File: src/sv/http_response_keepalive_check_assert.svh
// Assertion macros for the keep-alive checker; empty when SYNTH is defined.
`ifndef HTTP_RESPONSE_KEEPALIVE_CHECK_ASSERT_SVH
`define HTTP_RESPONSE_KEEPALIVE_CHECK_ASSERT_SVH

`ifndef SYNTH

// Antecedent implies consequent in the same cycle.
`define HRKC_ASSERT_IMP(label, clk, rst_n, ante, cons) \
    label: assert property (@(posedge clk) disable iff (!rst_n) (ante) |-> (cons)) \
        else $error("assertion failed");

// Antecedent implies consequent in the next cycle.
`define HRKC_ASSERT_NXT(label, clk, rst_n, ante, cons) \
    label: assert property (@(posedge clk) disable iff (!rst_n) (ante) |=> (cons)) \
        else $error("assertion failed");

`else

`define HRKC_ASSERT_IMP(label, clk, rst_n, ante, cons)
`define HRKC_ASSERT_NXT(label, clk, rst_n, ante, cons)

`endif

`endif

File: src/sv/hrkc_pkg.sv
// Shared types, match tables and helpers for the keep-alive checker.
package hrkc_pkg;

    // One input request as held in the input register
    typedef struct packed {
        logic [7:0] data_byte;
        logic       first_byte;
        logic       last_byte;
        logic       keepalive_allowed;
    } hrkc_req_t;

    // Verdict for one response
    typedef struct packed {
        logic parse_error;
        logic keep_alive;
        logic chunk_insert;
    } hrkc_result_t;

    localparam int NUM_HDR  = 4;
    localparam int NAME_MAX = 17;

    // Header name indexes
    localparam logic [1:0] HDR_CONNECTION = 2'd0;
    localparam logic [1:0] HDR_TRAILERS   = 2'd1;
    localparam logic [1:0] HDR_CLEN       = 2'd2;
    localparam logic [1:0] HDR_TENC       = 2'd3;

    localparam logic [4:0] HDR_LEN [NUM_HDR] = '{5'd10, 5'd8, 5'd14, 5'd17};

    localparam logic [7:0] TOK_HTTP [8] = '{"H", "T", "T", "P", "/", "1", ".", "1"};

    localparam logic [7:0] VAL_CLOSE [5] = '{"c", "l", "o", "s", "e"};

    localparam logic [7:0] NAME_CHARS [NUM_HDR][NAME_MAX] = '{
        '{"c", "o", "n", "n", "e", "c", "t", "i", "o", "n",
          8'h00, 8'h00, 8'h00, 8'h00, 8'h00, 8'h00, 8'h00},
        '{"t", "r", "a", "i", "l", "e", "r", "s",
          8'h00, 8'h00, 8'h00, 8'h00, 8'h00, 8'h00, 8'h00, 8'h00, 8'h00},
        '{"c", "o", "n", "t", "e", "n", "t", "-", "l", "e", "n", "g", "t", "h",
          8'h00, 8'h00, 8'h00},
        '{"t", "r", "a", "n", "s", "f", "e", "r", "-", "e", "n", "c", "o", "d",
          "i", "n", "g"}
    };

    localparam logic [7:0] CH_SPACE = 8'h20;
    localparam logic [7:0] CH_COLON = 8'h3A;
    localparam logic [7:0] CH_CR    = 8'h0D;
    localparam logic [7:0] CH_LF    = 8'h0A;

    // ASCII lower case
    function automatic logic [7:0] to_lower(input logic [7:0] c);
        if (c >= "A" && c <= "Z")
        begin
            return c + 8'd32;
        end
        return c;
    endfunction

    // Header name character; zero past the longest name
    function automatic logic [7:0] name_char(input logic [1:0] j, input logic [4:0] pos);
        if (pos > 5'd16)
        begin
            return 8'h00;
        end
        return NAME_CHARS[j][pos];
    endfunction

    // "close" character at a value offset; zero outside the word
    function automatic logic [7:0] close_char(input logic [2:0] pos);
        if (pos > 3'd4)
        begin
            return 8'h00;
        end
        return VAL_CLOSE[pos];
    endfunction

endpackage

File: src/sv/hrkc_in_reg.sv
// Input register: holds one request until the scanner consumes it.
module hrkc_in_reg (
    input  logic               clk,
    input  logic               rst_n,
    input  logic               in_valid,
    output logic               in_ready,
    input  hrkc_pkg::hrkc_req_t in_req,
    input  logic               take,
    output logic               req_valid,
    output hrkc_pkg::hrkc_req_t req
);
    import hrkc_pkg::*;

    logic      valid_reg;
    hrkc_req_t req_reg;

    // free when empty or being drained this cycle
    assign in_ready  = !valid_reg || take;
    assign req_valid = valid_reg;
    assign req       = req_reg;

    always_ff @(posedge clk or negedge rst_n)
    begin
        if (!rst_n)
        begin
            valid_reg <= 1'b0;
        end
        else if (in_ready)
        begin
            valid_reg <= in_valid;
        end
    end

    // payload, no reset
    always_ff @(posedge clk)
    begin
        if (in_ready && in_valid)
        begin
            req_reg <= in_req;
        end
    end

endmodule

File: src/sv/hrkc_scan.sv
// Header scanner: per-byte parse state and the verdict on the last byte.
module hrkc_scan (
    input  logic                  clk,
    input  logic                  rst_n,
    input  logic                  cfg_wr_en,
    input  logic                  cfg_wr_data,
    input  logic                  step,
    input  hrkc_pkg::hrkc_req_t   req,
    output hrkc_pkg::hrkc_result_t result
);
    import hrkc_pkg::*;

    typedef enum logic [2:0] {
        PH_PROTO,
        PH_STATUS,
        PH_SEEK,
        PH_LINE,
        PH_DONE,
        PH_ERROR,
        PH_BETWEEN
    } phase_t;

    typedef struct packed {
        phase_t     phase;
        logic [4:0] name_pos;
        logic [4:0] cand;       // [3:0] names still matching, [4] no colon yet
        logic [2:0] value_pos;
        logic       value_close;
        logic       ka_flag;
        logic       size_seen;
        logic       err_flag;
        logic [7:0] prev_byte;
    } scan_t;

    localparam scan_t SCAN_CLEAR = '{
        phase:       PH_PROTO,
        name_pos:    5'd0,
        cand:        5'h1F,
        value_pos:   3'd0,
        value_close: 1'b1,
        ka_flag:     1'b0,
        size_seen:   1'b0,
        err_flag:    1'b0,
        prev_byte:   8'h00
    };

    scan_t scan_reg;
    scan_t scan_next;
    logic  auto_chunk_reg;

    // one byte of a header line: name match before the colon, value after
    function automatic scan_t line_byte(input scan_t s, input logic [7:0] b);
        logic [7:0] lb;
        lb = to_lower(b);
        if (s.cand[4])
        begin
            if (b == CH_COLON)
            begin
                s.cand[4] = 1'b0;
                for (int j = 0; j < NUM_HDR; j++)
                begin
                    if (s.name_pos != HDR_LEN[j])
                    begin
                        s.cand[j] = 1'b0;
                    end
                end
                s.value_pos   = 3'd0;
                s.value_close = 1'b1;
            end
            else
            begin
                for (int j = 0; j < NUM_HDR; j++)
                begin
                    if (s.name_pos >= HDR_LEN[j] || lb != name_char(2'(j), s.name_pos))
                    begin
                        s.cand[j] = 1'b0;
                    end
                end
                if (s.name_pos != 5'd31)
                begin
                    s.name_pos = s.name_pos + 5'd1;
                end
            end
        end
        else
        begin
            if (s.value_pos >= 3'd1 && s.value_pos <= 3'd5 &&
                lb != close_char(s.value_pos - 3'd1))
            begin
                s.value_close = 1'b0;
            end
            if (s.value_pos != 3'd7)
            begin
                s.value_pos = s.value_pos + 3'd1;
            end
        end
        return s;
    endfunction

    // next state and verdict for the byte in the input register
    always_comb
    begin
        scan_t      s;
        logic [7:0] b;
        logic       eol;
        logic       tok_match;

        s         = scan_reg;
        b         = req.data_byte;
        eol       = (b == CH_CR) || (b == CH_LF);
        tok_match = 1'b0;
        result    = '0;

        if (req.first_byte)
        begin
            s         = SCAN_CLEAR;
            s.ka_flag = req.keepalive_allowed;
        end

        case (s.phase)
            PH_PROTO:
            begin
                if (b == CH_SPACE)
                begin
                    tok_match = s.cand[0] && (s.name_pos == 5'd8);
                    if (s.ka_flag && !tok_match)
                    begin
                        s.ka_flag = 1'b0;
                        s.phase   = PH_DONE;
                    end
                    else if (req.last_byte)
                    begin
                        s.err_flag = 1'b1;
                        s.phase    = PH_ERROR;
                    end
                    else
                    begin
                        s.phase = PH_STATUS;
                    end
                end
                else
                begin
                    if (s.name_pos >= 5'd8 || b != TOK_HTTP[s.name_pos[2:0]])
                    begin
                        s.cand[0] = 1'b0;
                    end
                    if (s.name_pos != 5'd31)
                    begin
                        s.name_pos = s.name_pos + 5'd1;
                    end
                end
            end
            PH_STATUS:
            begin
                if (eol)
                begin
                    if (req.last_byte)
                    begin
                        s.err_flag = 1'b1;
                        s.phase    = PH_ERROR;
                    end
                    else
                    begin
                        s.phase = PH_SEEK;
                    end
                end
            end
            PH_SEEK, PH_BETWEEN:
            begin
                if (!eol)
                begin
                    s.name_pos    = 5'd0;
                    s.cand        = 5'h1F;
                    s.value_pos   = 3'd0;
                    s.value_close = 1'b1;
                    s.phase       = PH_LINE;
                    s             = line_byte(s, b);
                end
            end
            PH_LINE:
            begin
                if (!eol)
                begin
                    s = line_byte(s, b);
                end
                else if (s.cand[4] || (s.value_pos == 3'd0 && req.last_byte))
                begin
                    // no colon, or colon right before a closing line end
                    s.err_flag = 1'b1;
                    s.phase    = PH_ERROR;
                end
                else
                begin
                    s.phase = PH_BETWEEN;
                    if (s.ka_flag)
                    begin
                        if (s.cand[HDR_CONNECTION])
                        begin
                            if (s.value_pos == 3'd6 && s.value_close)
                            begin
                                s.ka_flag = 1'b0;
                                s.phase   = PH_DONE;
                            end
                        end
                        else if (s.cand[HDR_TRAILERS])
                        begin
                            s.ka_flag = 1'b0;
                            s.phase   = PH_DONE;
                        end
                        else if (s.cand[HDR_CLEN] || s.cand[HDR_TENC])
                        begin
                            s.size_seen = 1'b1;
                        end
                    end
                end
            end
            default:
            begin
            end
        endcase

        // verdict
        if (s.err_flag || s.phase == PH_ERROR)
        begin
            result.parse_error = 1'b1;
        end
        else if (s.phase == PH_LINE || s.phase == PH_BETWEEN)
        begin
            if (s.ka_flag && !s.size_seen)
            begin
                if (auto_chunk_reg && s.prev_byte == CH_CR && b == CH_LF)
                begin
                    result.keep_alive   = 1'b1;
                    result.chunk_insert = 1'b1;
                end
            end
            else
            begin
                result.keep_alive = s.ka_flag;
            end
        end

        if (req.last_byte)
        begin
            scan_next = SCAN_CLEAR;
        end
        else
        begin
            scan_next           = s;
            scan_next.prev_byte = b;
        end
    end

    // parse state and configuration
    always_ff @(posedge clk or negedge rst_n)
    begin
        if (!rst_n)
        begin
            scan_reg       <= SCAN_CLEAR;
            auto_chunk_reg <= 1'b0;
        end
        else
        begin
            if (step)
            begin
                scan_reg <= scan_next;
            end
            if (cfg_wr_en)
            begin
                auto_chunk_reg <= cfg_wr_data;
            end
        end
    end

endmodule

File: src/sv/hrkc_out_reg.sv
// Output register: holds one verdict until the receiver takes it.
module hrkc_out_reg (
    input  logic                   clk,
    input  logic                   rst_n,
    input  logic                   load,
    input  hrkc_pkg::hrkc_result_t res_in,
    output logic                   out_valid,
    input  logic                   out_ready,
    output logic                   busy,
    output hrkc_pkg::hrkc_result_t res_out
);
    import hrkc_pkg::*;

    logic         valid_reg;
    hrkc_result_t res_reg;

    assign out_valid = valid_reg;
    assign res_out   = res_reg;
    // cannot take a new verdict this cycle
    assign busy      = valid_reg && !out_ready;

    always_ff @(posedge clk or negedge rst_n)
    begin
        if (!rst_n)
        begin
            valid_reg <= 1'b0;
        end
        else if (load)
        begin
            valid_reg <= 1'b1;
        end
        else if (out_ready)
        begin
            valid_reg <= 1'b0;
        end
    end

    always_ff @(posedge clk)
    begin
        if (load)
        begin
            res_reg <= res_in;
        end
    end

endmodule

File: src/sv/http_response_keepalive_check.sv
// Top level of the HTTP response keep-alive checker.
//
// Input channel (in_valid / in_ready) carries one header byte per request
// with first_byte / last_byte framing and keepalive_allowed, sampled with
// first_byte. Output channel (out_valid / out_ready) carries one verdict
// per response, produced only for the request marked last_byte.
// cfg_wr_en / cfg_wr_data write auto_chunk_enable; write only while idle.
//
// A byte is registered in the input register on acceptance and scanned
// from there; the verdict for the last byte is registered in the output
// register when that byte is scanned.
// Throughput: one byte per cycle through the combinational scan step
// between the input register and the parse state registers, while no final byte waits.
// When the receiver stalls, the verdict waits in the output register;
// non-final bytes keep flowing, and a second final byte waits in the
// input register, which then drops in_ready.
// Reset clears the parse state, the configuration bit and both
// valid flags; the next byte opens a response with keep-alive off
// unless it carries first_byte.
`include "http_response_keepalive_check_assert.svh"

module http_response_keepalive_check (
    input  logic       clk,
    input  logic       rst_n,
    input  logic       cfg_wr_en,
    input  logic       cfg_wr_data,
    input  logic       in_valid,
    output logic       in_ready,
    input  logic [7:0] data_byte,
    input  logic       first_byte,
    input  logic       last_byte,
    input  logic       keepalive_allowed,
    output logic       out_valid,
    input  logic       out_ready,
    output logic       parse_error,
    output logic       keep_alive,
    output logic       chunk_insert
);
    import hrkc_pkg::*;

    hrkc_req_t    in_req;
    hrkc_req_t    req;
    logic         req_valid;
    logic         take;
    logic         load;
    logic         busy;
    hrkc_result_t result;
    hrkc_result_t res_out;

    assign in_req.data_byte         = data_byte;
    assign in_req.first_byte        = first_byte;
    assign in_req.last_byte         = last_byte;
    assign in_req.keepalive_allowed = keepalive_allowed;

    // scan a byte unless it ends a response and the output is occupied
    assign take = req_valid && (!req.last_byte || !busy);
    assign load = take && req.last_byte;

    hrkc_in_reg u_in_reg (
        .clk       (clk),
        .rst_n     (rst_n),
        .in_valid  (in_valid),
        .in_ready  (in_ready),
        .in_req    (in_req),
        .take      (take),
        .req_valid (req_valid),
        .req       (req)
    );

    hrkc_scan u_scan (
        .clk         (clk),
        .rst_n       (rst_n),
        .cfg_wr_en   (cfg_wr_en),
        .cfg_wr_data (cfg_wr_data),
        .step        (take),
        .req         (req),
        .result      (result)
    );

    hrkc_out_reg u_out_reg (
        .clk       (clk),
        .rst_n     (rst_n),
        .load      (load),
        .res_in    (result),
        .out_valid (out_valid),
        .out_ready (out_ready),
        .busy      (busy),
        .res_out   (res_out)
    );

    assign parse_error  = res_out.parse_error;
    assign keep_alive   = res_out.keep_alive;
    assign chunk_insert = res_out.chunk_insert;

    // checks
    `HRKC_ASSERT_IMP(a_chunk_ka, clk, rst_n, out_valid && chunk_insert, keep_alive && !parse_error)
    `HRKC_ASSERT_IMP(a_error_no_ka, clk, rst_n, out_valid && parse_error, !keep_alive && !chunk_insert)
    `HRKC_ASSERT_IMP(a_no_overwrite, clk, rst_n, load, !busy)
    `HRKC_ASSERT_NXT(a_load_shows, clk, rst_n, load, out_valid)

endmodule
File: config.mk
export PLATFORM = sky130hd
export DESIGN_NAME = http_response_keepalive_check
export DESIGN_NICKNAME = d
export VERILOG_FILES = /design/src/sv/hrkc_pkg.sv /design/src/sv/hrkc_in_reg.sv /design/src/sv/hrkc_scan.sv /design/src/sv/hrkc_out_reg.sv /design/src/sv/http_response_keepalive_check.sv
export VERILOG_INCLUDE_DIRS = /design/src /design/src/sv
export SDC_FILE = /design/constraint.sdc
export NUM_CORES = 1
export LEC_CHECK = 0
export BUFFER_PORTS_ARGS = -buffer_cell sky130_fd_sc_hd__buf_2
export CELL_PAD_IN_SITES_DETAIL_PLACEMENT = 1
export CELL_PAD_IN_SITES_GLOBAL_PLACEMENT = 1
export CORE_ASPECT_RATIO = 1.2
export CORE_MARGIN = 5
export CORE_UTILIZATION = 30
export CTS_BUF_LIST = sky130_fd_sc_hd__clkbuf_8
export DETAILED_ROUTE_END_ITERATION = 6
export GPL_ROUTABILITY_DRIVEN = 0
export PLACE_DENSITY_LB_ADDON = 0.1
export SYNTH_ARGS = -nofsm -noshare
export SYNTH_HDL_FRONTEND = slang
export SYNTH_HIERARCHICAL = 1
export SYNTH_SLANG_ARGS = --single-unit
File: constraint.sdc
create_clock -name clk -period 3.7 [get_ports clk]
set_input_delay 0.74 -clock clk [delete_from_list [all_inputs] [get_ports clk]]
set_output_delay 0.74 -clock clk [all_outputs]
set_load 0.03 [all_outputs]
==> flow_summary.yaml, run 1 <==
status:
  outcome: "complete, no violations"
yosys:
  synth_top_family_by_area: "compound AO/OA/AOI/OAI gates"
  synth_adder_area_share: 0.0610
  synth_edf_count: 14
  ys.flop_type: "dfrtp_1"
  syn_nets: 553
  synthesis.area_mm2: 0.00430
  syn_inst: 515
  syn_area_per_cell_um2: 8.36
  synth-compound-area-share: 0.269
  synth_xor_area_frac: 0.0387
  yosys.area.top_type: "dfrtp_1"
  synth_top_area_share: 0.145
  ys_top_cells_by_area: "dfrtp_1, edfxtp_1, ha_1"
  synthArstFlopShare: 0.689
  synthMuxAreaShare: 0.0297
  ys_types: 83
  ys_seq_area_frac: 0.280
  ys_ff_latch: 45
  yosys.area_share.simple: 0.262
  yosys_warnings: 6
timing:
  finalHoldViolations: 0
  skew_ns: 0.0138
  clock.fmax_ghz: 0.317
  maxSlewHeadroom: 0.477
  finalSetupViolCount: 0
  final_max_slew_viol_count: 0
  tightest_slew_ns: 0.785
  min_period_over_period: 0.852
  tns_ns: 0
  finalCriticalPeriod_ns: 3.15
  rsz0062_at_grt: "false"
  holdWs_ns: 0.482
place:
  hpwl_um: 12600
  io_buffers: 21
  dp_cells: 692
grt:
  antenna_found_initial: 0
  grt_max_degree: 32
  grt_use_met3: 0.0269
  met1_usage: 0.251
  busiest_layer: "met2"
  grt_pass1_vias: 4464
  grt-ovfl-total: 0
  use_met2: 0.348
  track_usage: 0.199
  grt_pass1_wl_um: 26400
critical_path:
  end_kind: "flip-flop"
  reg2reg_depth: 9
  reg2reg_slack_ns: 0.55
  cp_max_fo: 12
  crit_arrival_ns: 3.40
  cp.required_ns: 3.95
  r2r_start: "u_in_reg/req[2]"
  cp-start-kind: "flip-flop"
  rr_endpoint: "u_scan/scan_reg[18]"
  critical_path_class: "reg -> reg"
  cp-startpoint: "u_in_reg/req[2]"
pwr:
  finalPower_w: 0.00142
  ir_drop_uv: 145
  power.density_mw_per_mm2: 301
  power_leakage_nw: 1.84
clock_network:
  cts_tree: "built"
  clk_latency_ns: 0.32
  htreeDepth: 2
  cts_root_buffer: "clkbuf_8"
  cts_sinks: 45
  post_cts_resized: 0
  numCtsBuffers: 5
  clkTransAtPathRegs_ns: 0.11
  post-cts-setup-buffers: 0
  hold_buffers: 0
  cts_buffer_depth: 2
floorplan:
  ios: 22
  start_util: 0.302
  die_area_mm2: 0.0169
  dieWidth_um: 119
  coreArea_mm2: 0.0142
  row_count: 48
  die_h_um: 141
detailed_routing:
  routed_wl_um: 16700
  dr.pass1.iters: 5
  drt-vias-per-instance: 6.05
  ant_nets: 0
  vias: 4232
  avgRoutedWirePerCell_um: 23.8
  post-route-drc-count: 0
  first_iter_violations: 299
final_layout:
  layoutNonFillerInstCount: 700
  drive_gt1_frac: 0.158
  largest_reg_flops: 28
  area_growth_pct: 9.88
  layout_commonest_cell: "o21ai_0"
  num_antenna_cells: 0
  layout.nets: 562
  final_cell_mix: "o21ai_0, nor2_1, a21oi_1, nand2_1, dfrtp_1"
worst_hold_path:
  hp-class: "in -> async"
flow_run:
  drv_cap: 0
[cell type report]
| cell class | count | area (um^2) |
|---|---|---|
| Fill cell | 1686 | 9500 |
| Inverter | 22 | 82.6 |
| Timing Repair Buffer | 42 | 263 |
| Tap cell | 175 | 219 |
| Multi-Input combinational cell | 408 | 2840 |
| Clock inverter | 3 | 50.0 |
| Sequential cell | 45 | 1200 |
| Clock buffer | 5 | 68.8 |
[worst max-delay path by stage]
stage | to | slack (ns) | cells past startpoint
2_1_floorplan | u_scan/scan_reg[17] | 0.63 | 13
3_3_place_gp | u_scan/scan_reg[18] | 0.74 | 9
3_5_place_dp | u_scan/scan_reg[18] | 0.63 | 9
4_1_cts | u_scan/scan_reg[18] | 0.58 | 9
5_1_grt | u_scan/scan_reg[18] | 0.37 | 9
6_report | u_scan/scan_reg[18] | 0.55 | 9
[synthesized netlist by cell type, drive strengths merged, types with 5 or more instances]
cell type,n
a21oi,29
o31ai,6
xor2,7
buf,20
a31oi,9
nand4,10
ha,21
nand2,26
xnor2,12
and3b,5
dfrtp,25
nor3b,7
nor3,15
nor2,32
o21a,5
edfxtp,14
o21ai,35
dfstp,6
mux2,6
mux2i,6
o22ai,10
nand2b,20
inv,21
nand3,12
nor4,7
a211oi,7
clkbuf,20
a22oi,5
nand3b,8
nor2b,17
a22o,8
or2,5
and3,6
[per-stage QoR]
| stage | area [um^2] | utilization | setup WS (ns) |
|---|---|---|---|
| after CTS | 4730 | 0.332 | 0.584 |
| final | 4730 | 0.332 | 0.548 |
| after global routing | 4730 | 0.332 | 0.366 |
| after global placement | 4610 | 0.324 | 0.740 |
| after floorplan | 4300 | - | 0.630 |
| after detailed placement | 4610 | 0.324 | 0.633 |
[critical path: stages (launching register included)]
cell and delay (ns):
edfxtp_1 0.58, nor2_1 0.44, inv_1 0.16, ha_1 0.45
and3b_1 0.24, o21a_1 0.19, or4_1 0.47, a22oi_1 0.20
nand4_1 0.17, a2bb2oi_1 0.17
[cell families after synthesis]
group                    Yosys count
AND/OR/NAND/NOR                  190
AO/OA/AOI/OAI                    166
buffers and inverters             62
flip-flops                        45
adder cells (fa/ha/maj)           21
XOR/XNOR                          19
multiplexers                      12
[per-layer routing]
layer / vias up / routed length, um
li1: 1950 / -
met1: 2154 / 7230
met2: 94 / 8300
met3: 34 / 631
met4: 0 / 514
met5: - / 0
[report_power, final]
part	internal, W	switching [W]	total (W)	leakage [nW]
combinational	0.000150	0.000267	0.000417	1.25
clock	0.000207	0.000205	0.000412	0.0603
sequential	0.000553	0.0000405	0.000593	0.529
total	0.000910	0.000512	0.00142	1.84
(Power assumes the default switching activity.)
==> run 2: changes to the inputs <==
- BUFFER_PORTS_ARGS: -buffer_cell sky130_fd_sc_hd__buf_2 -> unset
- DONT_BUFFER_PORTS: unset -> 1
==> flow_summary.yaml, run 2 (synthesis results as in run 1) <==
critical_path:
  critPathMaxStageDelay_ns: 0.47
  end_kind: "flip-flop"
  crit_arrival_ns: 3.23
  worstPathCellList: "buf_4 > nor2_1 > inv_1 > ha_1 > and3b_1 > o21a_1 > or4_1 > a22oi_1 > nand4_1 > a2bb2oi_1"
  slowest_stage: "or4_1"
  path_buf_inv: 2
  cp.required_ns: 3.96
  cp-start-kind: "flip-flop"
  cp_max_fo: 15
  critical_path_class: "reg -> reg"
  crit_family: "simple AND/OR/NAND/NOR gates"
clock_network:
  numCtsBuffers: 5
  clk_latency_ns: 0.33
  cts_buffer_depth: 2
  htreeDepth: 2
  post_cts_resized: 0
  clkTransAtPathRegs_ns: 0.12
  cts_tree: "built"
  post-cts-setup-buffers: 0
  cts_root_buffer: "clkbuf_8"
  cts_sinks: 45
  hold_buffers: 0
timing:
  finalHoldViolations: 0
  skew_ns: 0.0248
  rsz0062_at_grt: "false"
  worst_slack_ns: 0.724
  finalCriticalPeriod_ns: 2.98
  min_period_over_period: 0.804
  finalSetupViolCount: 0
  final_max_slew_viol_count: 0
  clock.fmax_ghz: 0.336
  maxSlewHeadroom: 0.503
  tightest_slew_ns: 0.742
  tns_ns: 0
final_layout:
  area_growth_pct: 7.21
  layout_commonest_cell: "o21ai_0"
  layout.nets: 540
  largest_reg_flops: 28
  drive_gt1_frac: 0.121
  final_cell_mix: "o21ai_0, nor2_1, a21oi_1, nand2_1, dfrtp_1"
  num_antenna_cells: 0
detailed_routing:
  routed_wl_um: 16800
  first_iter_violations: 248
  dr.pass1.iters: 4
  vias: 4133
  drt-vias-per-instance: 6.10
  ant_nets: 0
  avgRoutedWirePerCell_um: 24.7
  post-route-drc-count: 0
pwr:
  power_leakage_nw: 1.75
  ir_drop_uv: 148
  p_comb_frac: 0.273
  clockPowerShare: 0.297
  seqPwrFrac: 0.430
  finalPower_w: 0.00141
  switching_power_w: 0.000512
  sw_frac_of_total: 0.362
  power.density_mw_per_mm2: 307
  internal_power_w: 0.000903
grt:
  track_usage: 0.201
  grt_max_degree: 32
  grt_pass1_wl_um: 26500
  antenna_found_initial: 0
  grt_pass1_vias: 4327
  grt-ovfl-total: 0
floorplan:
  die_h_um: 141
  row_count: 48
  coreArea_mm2: 0.0142
  start_util: 0.302
  dieWidth_um: 119
  die_area_mm2: 0.0169
  ios: 22
status:
  outcome: "complete, no violations"
place:
  io_buffers: 0
  hpwl_um: 12800
  pre_cts_ws_ns: 0.750
flow_run:
  drv_cap: 0
worst_hold_path:
  hp-class: "in -> async"
run 2: power by group through the flow:
| stage | combinational, W | sequential [W] | clock (W) |
|---|---|---|---|
| final | 0.000385 | 0.000608 | 0.000421 |
| after global routing | 0.000419 | 0.000615 | 0.000454 |
| after CTS | 0.000384 | 0.000610 | 0.000433 |
| after detailed placement | 0.000383 | 0.000619 | 0 |
| after global placement | 0.000378 | 0.000619 | 0 |
| after floorplan | 0.000268 | 0.000593 | 0 |
run 2: per-layer routing:
layer  share of wire  vias to the layer above  wire [um]  GRT usage
met5               0                        -          0          0
met4           0.026                        0        439     0.0609
met3           0.035                       29        582     0.0213
met2            0.51                       81       8470      0.352
met1            0.43                     2109       7270      0.261
li1                -                     1914          -          -
run 2: worst paths after layout:
path / startpoint / to / slack, ns / cells past startpoint
min reg2reg: u_scan/scan_reg[0] / u_scan/scan_reg[0] / 0.49 / 2
max: u_in_reg/req[2] / u_scan/scan_reg[18] / 0.72 / 10
min in group clk: u_scan/scan_reg[0] / u_scan/scan_reg[0] / 0.49 / 2
min: rst_n / u_scan/scan_reg[24] / 0.1 / 0
max in group asynchronous: rst_n / u_scan/scan_reg[19] / 3.42 / 0
max reg2reg: u_in_reg/req[2] / u_scan/scan_reg[18] / 0.72 / 10
run 2: cell type report:
type / instances / area [um^2]
fillers: 1678 / 9620
repair buffers: 20 / 150
inverters: 22 / 82.6
multi-input cells: 408 / 2840
clock inverters: 3 / 47.5
clock buffers: 5 / 68.8
well taps: 175 / 219
flip-flops and latches: 45 / 1200
run 2: stage by stage:
stage,hold slack [ns],util,cell area [um^2],cells
6_report,0.0962,0.324,4610,678
3_3_place_gp,0.445,0.316,4500,670
2_1_floorplan,0.444,-,4300,515
5_1_grt,0.0766,0.324,4610,678
4_1_cts,0.0827,0.324,4610,678
3_5_place_dp,0.445,0.316,4500,670
==> run 3: changes to the inputs <==
- clock period: 3.7 -> 2.55 ns (I/O delays scaled with it)
==> flow_summary.yaml, run 3 (synthesis results as in run 1) <==
critical_path:
  cp_max_fo: 7
  crit_family: "simple AND/OR/NAND/NOR gates"
  critPathMaxStageDelay_ns: 0.51
  critical_path_class: "reg -> reg"
  r2r_start: "u_in_reg/req[2]"
  crit_arrival_ns: 2.70
  cp-start-kind: "flip-flop"
  slowest_stage: "or4_4"
  reg2reg_slack_ns: 0.1
  cp-startpoint: "u_in_reg/req[2]"
  path_buf_inv: 3
  cp.required_ns: 2.80
  end_kind: "flip-flop"
  worstPathCellList: "buf_6 > inv_4 > nand2_8 > ha_2 > nor3b_2 > buf_4 > and2_1 > or4_4 > a22oi_2 > nand4_1 > a2bb2oi_2"
status:
  outcome: "complete, no violations"
final_layout:
  layout_commonest_cell: "buf_4"
  num_antenna_cells: 0
  fillers: 1649
  layout.nets: 587
  drive_gt1_frac: 0.235
  area_growth_pct: 19.1
  largest_reg_flops: 28
  final_cell_mix: "buf_4, o21ai_0, nor2_1, a21oi_1"
timing:
  maxSlewHeadroom: 0.515
  finalSetupViolCount: 0
  clock.fmax_ghz: 0.408
  tns_ns: 0
  skew_ns: 0.00931
  rsz0062_at_grt: "true"
  holdWs_ns: 0.0382
  finalCriticalPeriod_ns: 2.45
  tightest_slew_ns: 0.727
  min_period_over_period: 0.961
  finalHoldViolations: 0
  final_max_slew_viol_count: 0
detailed_routing:
  avgRoutedWirePerCell_um: 24.1
  ant_nets: 0
  vias: 4252
  first_iter_violations: 228
  dr.pass1.iters: 4
  routed_wl_um: 17500
  drt-vias-per-instance: 5.86
  post-route-drc-count: 0
grt:
  grt_use_met3: 0.0305
  grt_max_degree: 29
  grt_pass1_wl_um: 27400
  busiest_layer: "met2"
  track_usage: 0.209
  antenna_found_initial: 0
  grt_pass1_vias: 4554
  grt-ovfl-total: 0
  met1_usage: 0.257
  use_met2: 0.363
clock_network:
  htreeDepth: 2
  cts_sinks: 45
  cts_tree: "built"
  cts_buffer_depth: 2
  clkTransAtPathRegs_ns: 0.09
  numCtsBuffers: 5
  cts_root_buffer: "clkbuf_8"
  clk_latency_ns: 0.31
floorplan:
  row_count: 48
  die_area_mm2: 0.0169
  start_util: 0.302
  die_h_um: 141
  ios: 22
  coreArea_mm2: 0.0142
  dieWidth_um: 119
place:
  io_buffers: 0
  hpwl_um: 13400
pwr:
  power.density_mw_per_mm2: 401
  power_leakage_nw: 2.00
  ir_drop_uv: 155
  finalPower_w: 0.00206
flow_run:
  drv_cap: 0
worst_hold_path:
  hp-class: "in -> async"
## run 3: what timing repair did
item / CTS / global route
resized for setup: 1 / 18
hold buffers: 1 / 1
gates cloned: 0 / 0
buffers inserted: 0 / 4
pin swaps: 0 / 9
endpoints found under the hold margin: 25 / 3
endpoints found under the setup margin: 1 / 8
## run 3: metal layers
layer,vias up,wire length (um)
met3,37,584
met2,96,8600
met1,2110,7550
li1,2009,-
met5,-,0
met4,0,750
## run 3: per-stage QoR
| stage | setup WS [ns] | cells | cell area, um^2 | util |
|---|---|---|---|---|
| floorplan | -0.0634 | 515 | 4390 | - |
| global placement | -0.0112 | 711 | 4900 | 0.344 |
| detailed placement | -0.00609 | 711 | 4900 | 0.344 |
| CTS | 0.0195 | 720 | 5020 | 0.353 |
| global route | -0.0324 | 725 | 5130 | 0.360 |
| finish | 0.0994 | 725 | 5130 | 0.360 |
## run 3: worst paths after layout
check / to / depth (start not counted)
setup / recovery: u_scan/scan_reg[18] / 11
hold / removal: u_scan/scan_reg[17] / 0
setup reg to reg: u_scan/scan_reg[18] / 11
hold reg to reg: u_scan/scan_reg[0] / 2
max in group asynchronous: u_scan/scan_reg[13] / 2
min in group clk: u_in_reg/req[10] / 0
## run 3: area by class of cell
| cell class | instances | area, um^2 | share of cell area |
|---|---|---|---|
| Inverter | 22 | 87.6 | 0.0171 |
| Clock buffer | 6 | 82.6 | 0.0161 |
| Multi-Input combinational cell | 408 | 2950 | 0.575 |
| Tap cell | 175 | 219 | 0.0427 |
| Timing Repair Buffer | 67 | 572 | 0.112 |
| Clock inverter | 2 | 13.8 | 0.00268 |
| Sequential cell | 45 | 1200 | 0.235 |
## run 3: where the power goes
group          switching (W)  internal (W)  total (W)
clock network       0.000268      0.000220   0.000488
logic               0.000412      0.000285   0.000697
registers          0.0000676      0.000803   0.000871
total               0.000748       0.00131    0.00206
